$ cat src/rtl/rldr_pkg.sv
`timescale 1ns / 1ps
`default_nettype none

package rldr_pkg;

    // field widths
    localparam int ADC_BITS      = 10;
    localparam int TIME_BITS     = 32;
    localparam int MS_BITS       = 16;
    localparam int KEY_BITS      = 3;
    localparam int CFG_IDX_BITS  = 3;
    localparam int CFG_DATA_BITS = 16;

    typedef logic [KEY_BITS-1:0] key_t;

    // key codes
    localparam key_t KEY_NONE   = 3'd0;
    localparam key_t KEY_RIGHT  = 3'd1;
    localparam key_t KEY_UP     = 3'd2;
    localparam key_t KEY_DOWN   = 3'd3;
    localparam key_t KEY_LEFT   = 3'd4;
    localparam key_t KEY_SELECT = 3'd5;

    // register indexes
    localparam logic [CFG_IDX_BITS-1:0] REG_THR_RIGHT    = 3'd0;
    localparam logic [CFG_IDX_BITS-1:0] REG_THR_UP       = 3'd1;
    localparam logic [CFG_IDX_BITS-1:0] REG_THR_DOWN     = 3'd2;
    localparam logic [CFG_IDX_BITS-1:0] REG_THR_LEFT     = 3'd3;
    localparam logic [CFG_IDX_BITS-1:0] REG_THR_SELECT   = 3'd4;
    localparam logic [CFG_IDX_BITS-1:0] REG_DEBOUNCE_MS  = 3'd5;
    localparam logic [CFG_IDX_BITS-1:0] REG_REPEAT_DELAY = 3'd6;
    localparam logic [CFG_IDX_BITS-1:0] REG_REPEAT_RATE  = 3'd7;

    // register reset values
    localparam logic [ADC_BITS-1:0] THR_RIGHT_RST    = ADC_BITS'(50);
    localparam logic [ADC_BITS-1:0] THR_UP_RST       = ADC_BITS'(195);
    localparam logic [ADC_BITS-1:0] THR_DOWN_RST     = ADC_BITS'(380);
    localparam logic [ADC_BITS-1:0] THR_LEFT_RST     = ADC_BITS'(555);
    localparam logic [ADC_BITS-1:0] THR_SELECT_RST   = ADC_BITS'(790);
    localparam logic [MS_BITS-1:0]  DEBOUNCE_RST     = MS_BITS'(30);
    localparam logic [MS_BITS-1:0]  REPEAT_DELAY_RST = MS_BITS'(400);
    localparam logic [MS_BITS-1:0]  REPEAT_RATE_RST  = MS_BITS'(150);

    // ladder thresholds, in test order
    typedef struct packed {
        logic [ADC_BITS-1:0] right;
        logic [ADC_BITS-1:0] up;
        logic [ADC_BITS-1:0] down;
        logic [ADC_BITS-1:0] left;
        logic [ADC_BITS-1:0] select;
    } thr_t;

endpackage

`default_nettype wire

$ cat src/rtl/rldr_classify.sv
`timescale 1ns / 1ps
`default_nettype none

module rldr_classify (
    input  wire logic [rldr_pkg::ADC_BITS-1:0] sample,
    input  wire rldr_pkg::thr_t                thr,
    output rldr_pkg::key_t                     raw_key
);
    import rldr_pkg::*;

    // first threshold that holds wins, whatever order the registers are in
    always_comb begin
        if (sample < thr.right) begin
            raw_key = KEY_RIGHT;
        end else if (sample < thr.up) begin
            raw_key = KEY_UP;
        end else if (sample < thr.down) begin
            raw_key = KEY_DOWN;
        end else if (sample < thr.left) begin
            raw_key = KEY_LEFT;
        end else if (sample < thr.select) begin
            raw_key = KEY_SELECT;
        end else begin
            raw_key = KEY_NONE;
        end
    end

endmodule

`default_nettype wire

$ cat src/rtl/resistor_ladder_key_debounce_repeat_unit.sv
// channel | ports                                   | dir
// --------+-----------------------------------------+-----
// sample  | s_valid s_ready s_adc_sample s_now_ms   | in
// result  | m_valid m_ready m_key_event m_held_key  | out
// config  | cfg_valid cfg_ready cfg_index cfg_data  | in
//
// One sample beat per cycle while not stalled; a result is registered at each stage.
// Stage one decodes the ladder key, stage two runs the debounce/repeat update
// against the state and loads the result register.
// The whole pipeline stalls only while a result sits unaccepted (m_ready low).
// Reset restores the default thresholds and times and clears the key state.
// Config writes are always taken (cfg_ready is high).
`timescale 1ns / 1ps
`default_nettype none

module resistor_ladder_key_debounce_repeat_unit (
    input  wire logic                               aclk,
    input  wire logic                               aresetn,
    // sample channel
    input  wire logic                               s_valid,
    output logic                                    s_ready,
    input  wire logic [rldr_pkg::ADC_BITS-1:0]      s_adc_sample,
    input  wire logic [rldr_pkg::TIME_BITS-1:0]     s_now_ms,
    // result channel
    output logic                                    m_valid,
    input  wire logic                               m_ready,
    output rldr_pkg::key_t                          m_key_event,
    output rldr_pkg::key_t                          m_held_key,
    // config channel
    input  wire logic                               cfg_valid,
    output logic                                    cfg_ready,
    input  wire logic [rldr_pkg::CFG_IDX_BITS-1:0]  cfg_index,
    input  wire logic [rldr_pkg::CFG_DATA_BITS-1:0] cfg_data
);
    import rldr_pkg::*;

    // config registers
    thr_t               thr_reg;
    logic [MS_BITS-1:0] debounce_reg;
    logic [MS_BITS-1:0] repeat_delay_reg;
    logic [MS_BITS-1:0] repeat_rate_reg;

    // key state
    key_t                 stable_key_reg, stable_key_next;
    key_t                 prev_raw_reg, prev_raw_next;
    logic [TIME_BITS-1:0] change_time_reg, change_time_next;
    logic [TIME_BITS-1:0] deadline_reg, deadline_next;

    // pipeline
    logic                 s1_valid_reg;
    key_t                 s1_raw_reg;
    logic [TIME_BITS-1:0] s1_now_reg;
    logic                 m_valid_reg;
    key_t                 event_reg, event_next;
    key_t                 held_reg;
    logic                 advance;
    key_t                 raw_key;

    logic [TIME_BITS-1:0] elapsed;
    logic [TIME_BITS-1:0] since_deadline;
    logic                 settling;
    logic                 due;

    assign advance   = !m_valid_reg || m_ready;
    assign s_ready   = advance;
    assign cfg_ready = 1'b1;

    assign m_valid     = m_valid_reg;
    assign m_key_event = event_reg;
    assign m_held_key  = held_reg;

    // config writes
    always_ff @(posedge aclk) begin
        if (!aresetn) begin
            thr_reg.right    <= THR_RIGHT_RST;
            thr_reg.up       <= THR_UP_RST;
            thr_reg.down     <= THR_DOWN_RST;
            thr_reg.left     <= THR_LEFT_RST;
            thr_reg.select   <= THR_SELECT_RST;
            debounce_reg     <= DEBOUNCE_RST;
            repeat_delay_reg <= REPEAT_DELAY_RST;
            repeat_rate_reg  <= REPEAT_RATE_RST;
        end else if (cfg_valid) begin
            case (cfg_index)
                REG_THR_RIGHT:    thr_reg.right    <= cfg_data[ADC_BITS-1:0];
                REG_THR_UP:       thr_reg.up       <= cfg_data[ADC_BITS-1:0];
                REG_THR_DOWN:     thr_reg.down     <= cfg_data[ADC_BITS-1:0];
                REG_THR_LEFT:     thr_reg.left     <= cfg_data[ADC_BITS-1:0];
                REG_THR_SELECT:   thr_reg.select   <= cfg_data[ADC_BITS-1:0];
                REG_DEBOUNCE_MS:  debounce_reg     <= cfg_data[MS_BITS-1:0];
                REG_REPEAT_DELAY: repeat_delay_reg <= cfg_data[MS_BITS-1:0];
                REG_REPEAT_RATE:  repeat_rate_reg  <= cfg_data[MS_BITS-1:0];
                default: ;
            endcase
        end
    end

    // stage one: ladder decode
    rldr_classify u_classify (
        .sample  (s_adc_sample),
        .thr     (thr_reg),
        .raw_key (raw_key)
    );

    always_ff @(posedge aclk) begin
        if (!aresetn) begin
            s1_valid_reg <= 1'b0;
        end else if (advance) begin
            s1_valid_reg <= s_valid;
        end
    end

    always_ff @(posedge aclk) begin
        if (advance && s_valid) begin
            s1_raw_reg <= raw_key;
            s1_now_reg <= s_now_ms;
        end
    end

    // stage two: debounce and repeat update
    assign elapsed        = s1_now_reg - change_time_reg;
    assign since_deadline = s1_now_reg - deadline_reg;
    assign settling       = elapsed < TIME_BITS'(debounce_reg);
    assign due            = !since_deadline[TIME_BITS-1];

    always_comb begin
        stable_key_next  = stable_key_reg;
        prev_raw_next    = prev_raw_reg;
        change_time_next = change_time_reg;
        deadline_next    = deadline_reg;
        event_next       = KEY_NONE;
        if (s1_raw_reg != prev_raw_reg) begin
            // raw key moved: restart the window
            prev_raw_next    = s1_raw_reg;
            change_time_next = s1_now_reg;
        end else if (settling) begin
            // still inside the debounce window
        end else if (s1_raw_reg != stable_key_reg) begin
            stable_key_next = s1_raw_reg;
            if (s1_raw_reg != KEY_NONE) begin
                deadline_next = s1_now_reg + TIME_BITS'(repeat_delay_reg);
                event_next    = s1_raw_reg;
            end
        end else if ((stable_key_reg == KEY_UP || stable_key_reg == KEY_DOWN) && due) begin
            // auto-repeat of a held up or down key
            deadline_next = s1_now_reg + TIME_BITS'(repeat_rate_reg);
            event_next    = stable_key_reg;
        end
    end

    always_ff @(posedge aclk) begin
        if (!aresetn) begin
            stable_key_reg  <= KEY_NONE;
            prev_raw_reg    <= KEY_NONE;
            change_time_reg <= '0;
            deadline_reg    <= '0;
            m_valid_reg     <= 1'b0;
        end else if (advance) begin
            m_valid_reg <= s1_valid_reg;
            if (s1_valid_reg) begin
                stable_key_reg  <= stable_key_next;
                prev_raw_reg    <= prev_raw_next;
                change_time_reg <= change_time_next;
                deadline_reg    <= deadline_next;
            end
        end
    end

    // result register
    always_ff @(posedge aclk) begin
        if (advance && s1_valid_reg) begin
            event_reg <= event_next;
            held_reg  <= stable_key_next;
        end
    end

`ifndef SYNTHESIS
    // any event reports the key that is held after the step
    assert property (@(posedge aclk) disable iff (!aresetn)
        m_valid_reg |-> (event_reg == KEY_NONE || event_reg == held_reg))
        else $error("key event differs from held key");

    // the stable key only ever takes the value of the settled raw key
    assert property (@(posedge aclk) disable iff (!aresetn)
        !$stable(stable_key_reg) |-> (stable_key_reg == prev_raw_reg))
        else $error("stable key changed to an unsettled value");

    // a stable key change happens only when a stage-two beat advances
    assert property (@(posedge aclk) disable iff (!aresetn)
        !$stable(stable_key_reg) |-> $past(advance && s1_valid_reg))
        else $error("key state changed without a beat");

    // a result held under backpressure stays in place
    assert property (@(posedge aclk) disable iff (!aresetn)
        (m_valid_reg && !m_ready) |=> (m_valid_reg && $stable(held_reg)))
        else $error("stalled result was lost");
`endif

endmodule

`default_nettype wire
$ cat config.mk
export PLATFORM = sky130hd
export DESIGN_NAME = resistor_ladder_key_debounce_repeat_unit
export DESIGN_NICKNAME = d
export VERILOG_FILES = /design/src/rtl/rldr_pkg.sv /design/src/rtl/rldr_classify.sv /design/src/rtl/resistor_ladder_key_debounce_repeat_unit.sv
export SDC_FILE = /design/constraint.sdc
export NUM_CORES = 1
export LEC_CHECK = 0
export BUFFER_PORTS_ARGS = -buffer_cell sky130_fd_sc_hd__clkbuf_2
export CAP_MARGIN = 25
export CORE_MARGIN = 1.5
export CORE_UTILIZATION = 40
export DETAILED_ROUTE_END_ITERATION = 12
export HOLD_SLACK_MARGIN = 0.1
export PLACE_DENSITY = 0.65
export SLEW_MARGIN = 10
export SYNTH_ARGS = -nofsm -noshare
export SYNTH_HDL_FRONTEND = slang
export SYNTH_SLANG_ARGS = --single-unit
$ cat constraint.sdc
create_clock -name aclk -period 6.15 [get_ports aclk]
set_clock_uncertainty 0.15 [all_clocks]
set_input_delay 0 -clock aclk [delete_from_list [all_inputs] [get_ports aclk]]
set_output_delay 0 -clock aclk [all_outputs]
set_load 0.01 [all_outputs]
==> impl_results.md <==
- Nature of the critical path endpoint: flop
- Diode count: 0
- Cell Pwr Density: 233 nW/µm²
- Hold WC Path Type: primary input to flop
- Sw Ratio: 0.289
- Clock Path Buffers: 3
- Seq. cell area: 4630 µm²
- Slew of the pin with the lowest slew margin: just under 1 ns
- First-pass GRT wire length: 54500 µm
- Share of cells above drive strength 1: 0.0960
- Avg Cell Area, Syn: 8.20 µm²
- Total CTS buffers: 25
- PortBufs: 73
- R2r endpoint: deadline_reg[5]
- Synth Flop Type: dfxtp_1
- Worst Hold End: s1_raw_reg[2]
- Post-CTS resize count: 0
- Vias in the first global route: 11200
- Max-cap viol count: 0
- Vias per cell: between 5 and 6
- Pre-Repair DR Iteration Count: 5
- CTS tree: yes
- Asr flop ratio synth: 0
- Worst Path Class, Setup: flop to flop
- Req. time, crit path: 6.45 ns
- VDD IR max: 0.000188 V
- Hold Fails Final Rpt: 0
- Clock sink count: between 200 and 250
- Grt ovf: 0
- Tmin final: 5.35 ns
- EDFF count, synth: between 40 and 50
- Setup TNS: 0 ns
- Pin count of the biggest net entering global routing: 87
- DP HPWL: 23900 µm
- RSZ-0062 raised after global routing: no
- Final worst setup slack: 0.801 ns
- Post-Route WL: 32800 µm
- Via count of the routed design: 11400
- Post-Syn Area: 13100 µm²
- Hold Crit Depth: 5
- Max-slew violations: 0
- Final setup fails: 0
- Period utilisation layout: 0.870
- Nets: 1947
- Cell row count: 66
- Initial Util: 0.404
- Die height: 184 µm
- Initial drt markers: 658
- R2R setup slack: 0.80 ns
- Multi-input combinational cell area: 7620 µm²
- Mapped Cells: 1596
- Die width: 184 µm
- Post-Syn Nets: 1801
- Final RePlAce weighted congestion: 0.885
- Filler cell count: 3153
- Leakage: ~6.6 nW
- Synth unique cells: 77
- P&R area growth vs syn: 19.3%
- Clock power frac: 0.393
- Worst Path Max Fanout: 16
- Data arrival, critical path: 5.65 ns
- ANT nets after route: 0
- Antenna violations before repair: 0
- Max reg flops: 50
- I/O pins: 75
- Routed len/inst: 14.9 µm
- Clk pin slew, worst setup/hold paths: around 0.060 ns
- Slew HR: 0.343
- Hold Startpoint: s_adc_sample[7]
- Psw: 1.05 mW
- Later-pin clock latency in the skew report: 0.54 ns
- H-tree Lvls: 1
- R2R depth: 21
- Drt drc: 0
- YS warnings: 0
- Sequential cell area fraction in the yosys report: 0.354
- Root Driver: clkbuf_16
- Launching point of the worst reg2reg path: s1_now_reg[0]
- Comb power frac: 0.193
- Setup Buffers After CTS: 0
- CP startpoint kind: flop
- Max Clk Rate: 187 MHz
- Die area: 33800 µm²
- DP Worst Slack: 0.873 ns
- Outcome: finished, final reports clean
- Internal power: 2.59 mW
- Yosys reg bits: 211
- Sequential Power Share: 0.415
- Gr usage total: 0.196
- Core area: 32400 µm²
-- placed cells by master (no fill, tap or decap), drive strengths merged, types with 24 or more instances in the layout --
cell type    instances
dlygate4sd3         99
a21oi              165
inv                139
mux2i               37
o21ai               49
a21o                43
o211ai              32
edfxtp              41
nor2                48
nand3               35
xnor2               24
xor2                29
clkbuf             102
dfxtp              170
nand2              362
ha                 137
-- cell usage after synthesis (4+ instances only) --
library cell | n | area, µm²
o21ai_0 | 37 | 185
and3_1 | 8 | 50.1
nor3_1 | 13 | 65.1
nor2b_1 | 17 | 106
mux2i_1 | 37 | 370
nand4_1 | 16 | 100
a211oi_1 | 9 | 67.6
clkbuf_1 | 48 | 180
edfxtp_1 | 41 | 1230
o21a_1 | 13 | 97.6
a21o_1 | 43 | 323
nor4_1 | 4 | 25.0
dfxtp_1 | 170 | 3400
ha_1 | 137 | 1710
xor2_1 | 29 | 254
a21oi_1 | 164 | 821
o21ai_2 | 4 | 35.0
o22ai_1 | 8 | 50.1
o211ai_1 | 32 | 240
nand2b_1 | 21 | 131
nand3_1 | 35 | 175
or2_2 | 4 | 25.0
inv_1 | 137 | 514
clkbuf_2 | 10 | 50.1
nand2_1 | 362 | 1360
nor2_1 | 48 | 180
a211o_1 | 6 | 52.6
o21ai_1 | 7 | 35.0
and2_1 | 6 | 37.5
buf_2 | 6 | 30.0
xnor2_1 | 24 | 210
a31oi_1 | 4 | 25.0
mux2_2 | 20 | 225
or3_1 | 7 | 43.8
o2111ai_1 | 4 | 35.0
-- area by class of cell --
class                   count  area share
multi-input cells        1178       0.488
flip-flops and latches    211       0.297
repair buffers            189      0.0965
clock buffers              30      0.0425
well taps                 442      0.0354
inverters                 137      0.0329
clock inverters            16     0.00801
-- critical path, cell delays in order, from the launching register on --
cell and delay [ns]:
edfxtp_1 0.38, inv_1 0.08, ha_1 0.20, fa_1 0.41
nand2b_1 0.18, a21o_1 0.21, a21oi_1 0.23, or2_2 0.19
a21oi_1 0.08, xnor2_1 0.13, ha_1 0.18, a21oi_1 0.13
nor2b_1 0.05, o21ai_0 0.19, o211ai_1 0.13, nor4_1 0.29
nand4_1 0.12, nor4_1 0.42, nand4_2 0.22, o21ai_4 0.68
buf_4 0.35, mux2i_1 0.22
-- what timing repair did --
item	CTS	global route
endpoints found under the setup margin	0	0
hold buffers	98	1
hold endpoints to repair	179	36
-- stage by stage --
| stage | hold WS (ns) | total power, mW | util | instances | instance area [µm²] |
|---|---|---|---|---|---|
| 3_5_place_dp | 0.0286 | 2.19 | 0.426 | 2055 | 13800 |
| 5_1_grt | 0.116 | 3.83 | 0.482 | 2203 | 15600 |
| 6_report | 0.122 | 3.64 | 0.482 | 2203 | 15600 |
| 3_3_place_gp | 0.0299 | 2.17 | 0.426 | 2053 | 13800 |
| 2_1_floorplan | -0.0511 | 2.01 | - | 1596 | 13100 |
| 4_1_cts | 0.103 | 3.67 | 0.481 | 2199 | 15600 |
-- worst max-delay path by stage --
stage	from	to	slack (ns)
after floorplan	s1_raw_reg[2]	deadline_reg[18]	1.73
after global placement	s1_now_reg[0]	deadline_reg[0]	1.06
after detailed placement	s1_now_reg[0]	deadline_reg[5]	0.87
after CTS	s1_now_reg[0]	deadline_reg[5]	0.83
after global routing	s1_now_reg[0]	deadline_reg[5]	0.46
final	s1_now_reg[0]	deadline_reg[5]	0.80
-- power by group through the flow --
| stage | Clock, mW | Sequential (mW) | Combinational (mW) |
|---|---|---|---|
| global route | 1.52 | 1.52 | 0.791 |
| floorplan | 0 | 1.52 | 0.489 |
| finish | 1.43 | 1.51 | 0.702 |
| detailed placement | 0 | 1.54 | 0.645 |
| global placement | 0 | 1.54 | 0.635 |
| CTS | 1.47 | 1.51 | 0.698 |
-- metal layers --
| metal | up-vias | track usage | share of wire |
|---|---|---|---|
| li1 | 5793 | - | - |
| met1 | 5293 | 0.248 | 0.46 |
| met2 | 213 | 0.352 | 0.48 |
| met3 | 53 | 0.0228 | 0.037 |
| met4 | 0 | 0.0557 | 0.022 |
| met5 | - | 0 | 0 |
-- cell families (layout without fill, tap and decap cells) --
family                     Yosys count  after routing  share of synthesized area
adders and majority gates          139            139                      0.134
other                                1              1                   0.000286
AOI/OAI and AO/OA                  374            374                      0.182
DFF                                211            211                      0.354
xor gates and xnor gates            53             53                     0.0355
muxes                               58             58                     0.0464
and+or+nand+nor                    553            553                      0.183
buffers and inverters              207            372                     0.0643
(Power assumes the default switching activity.)
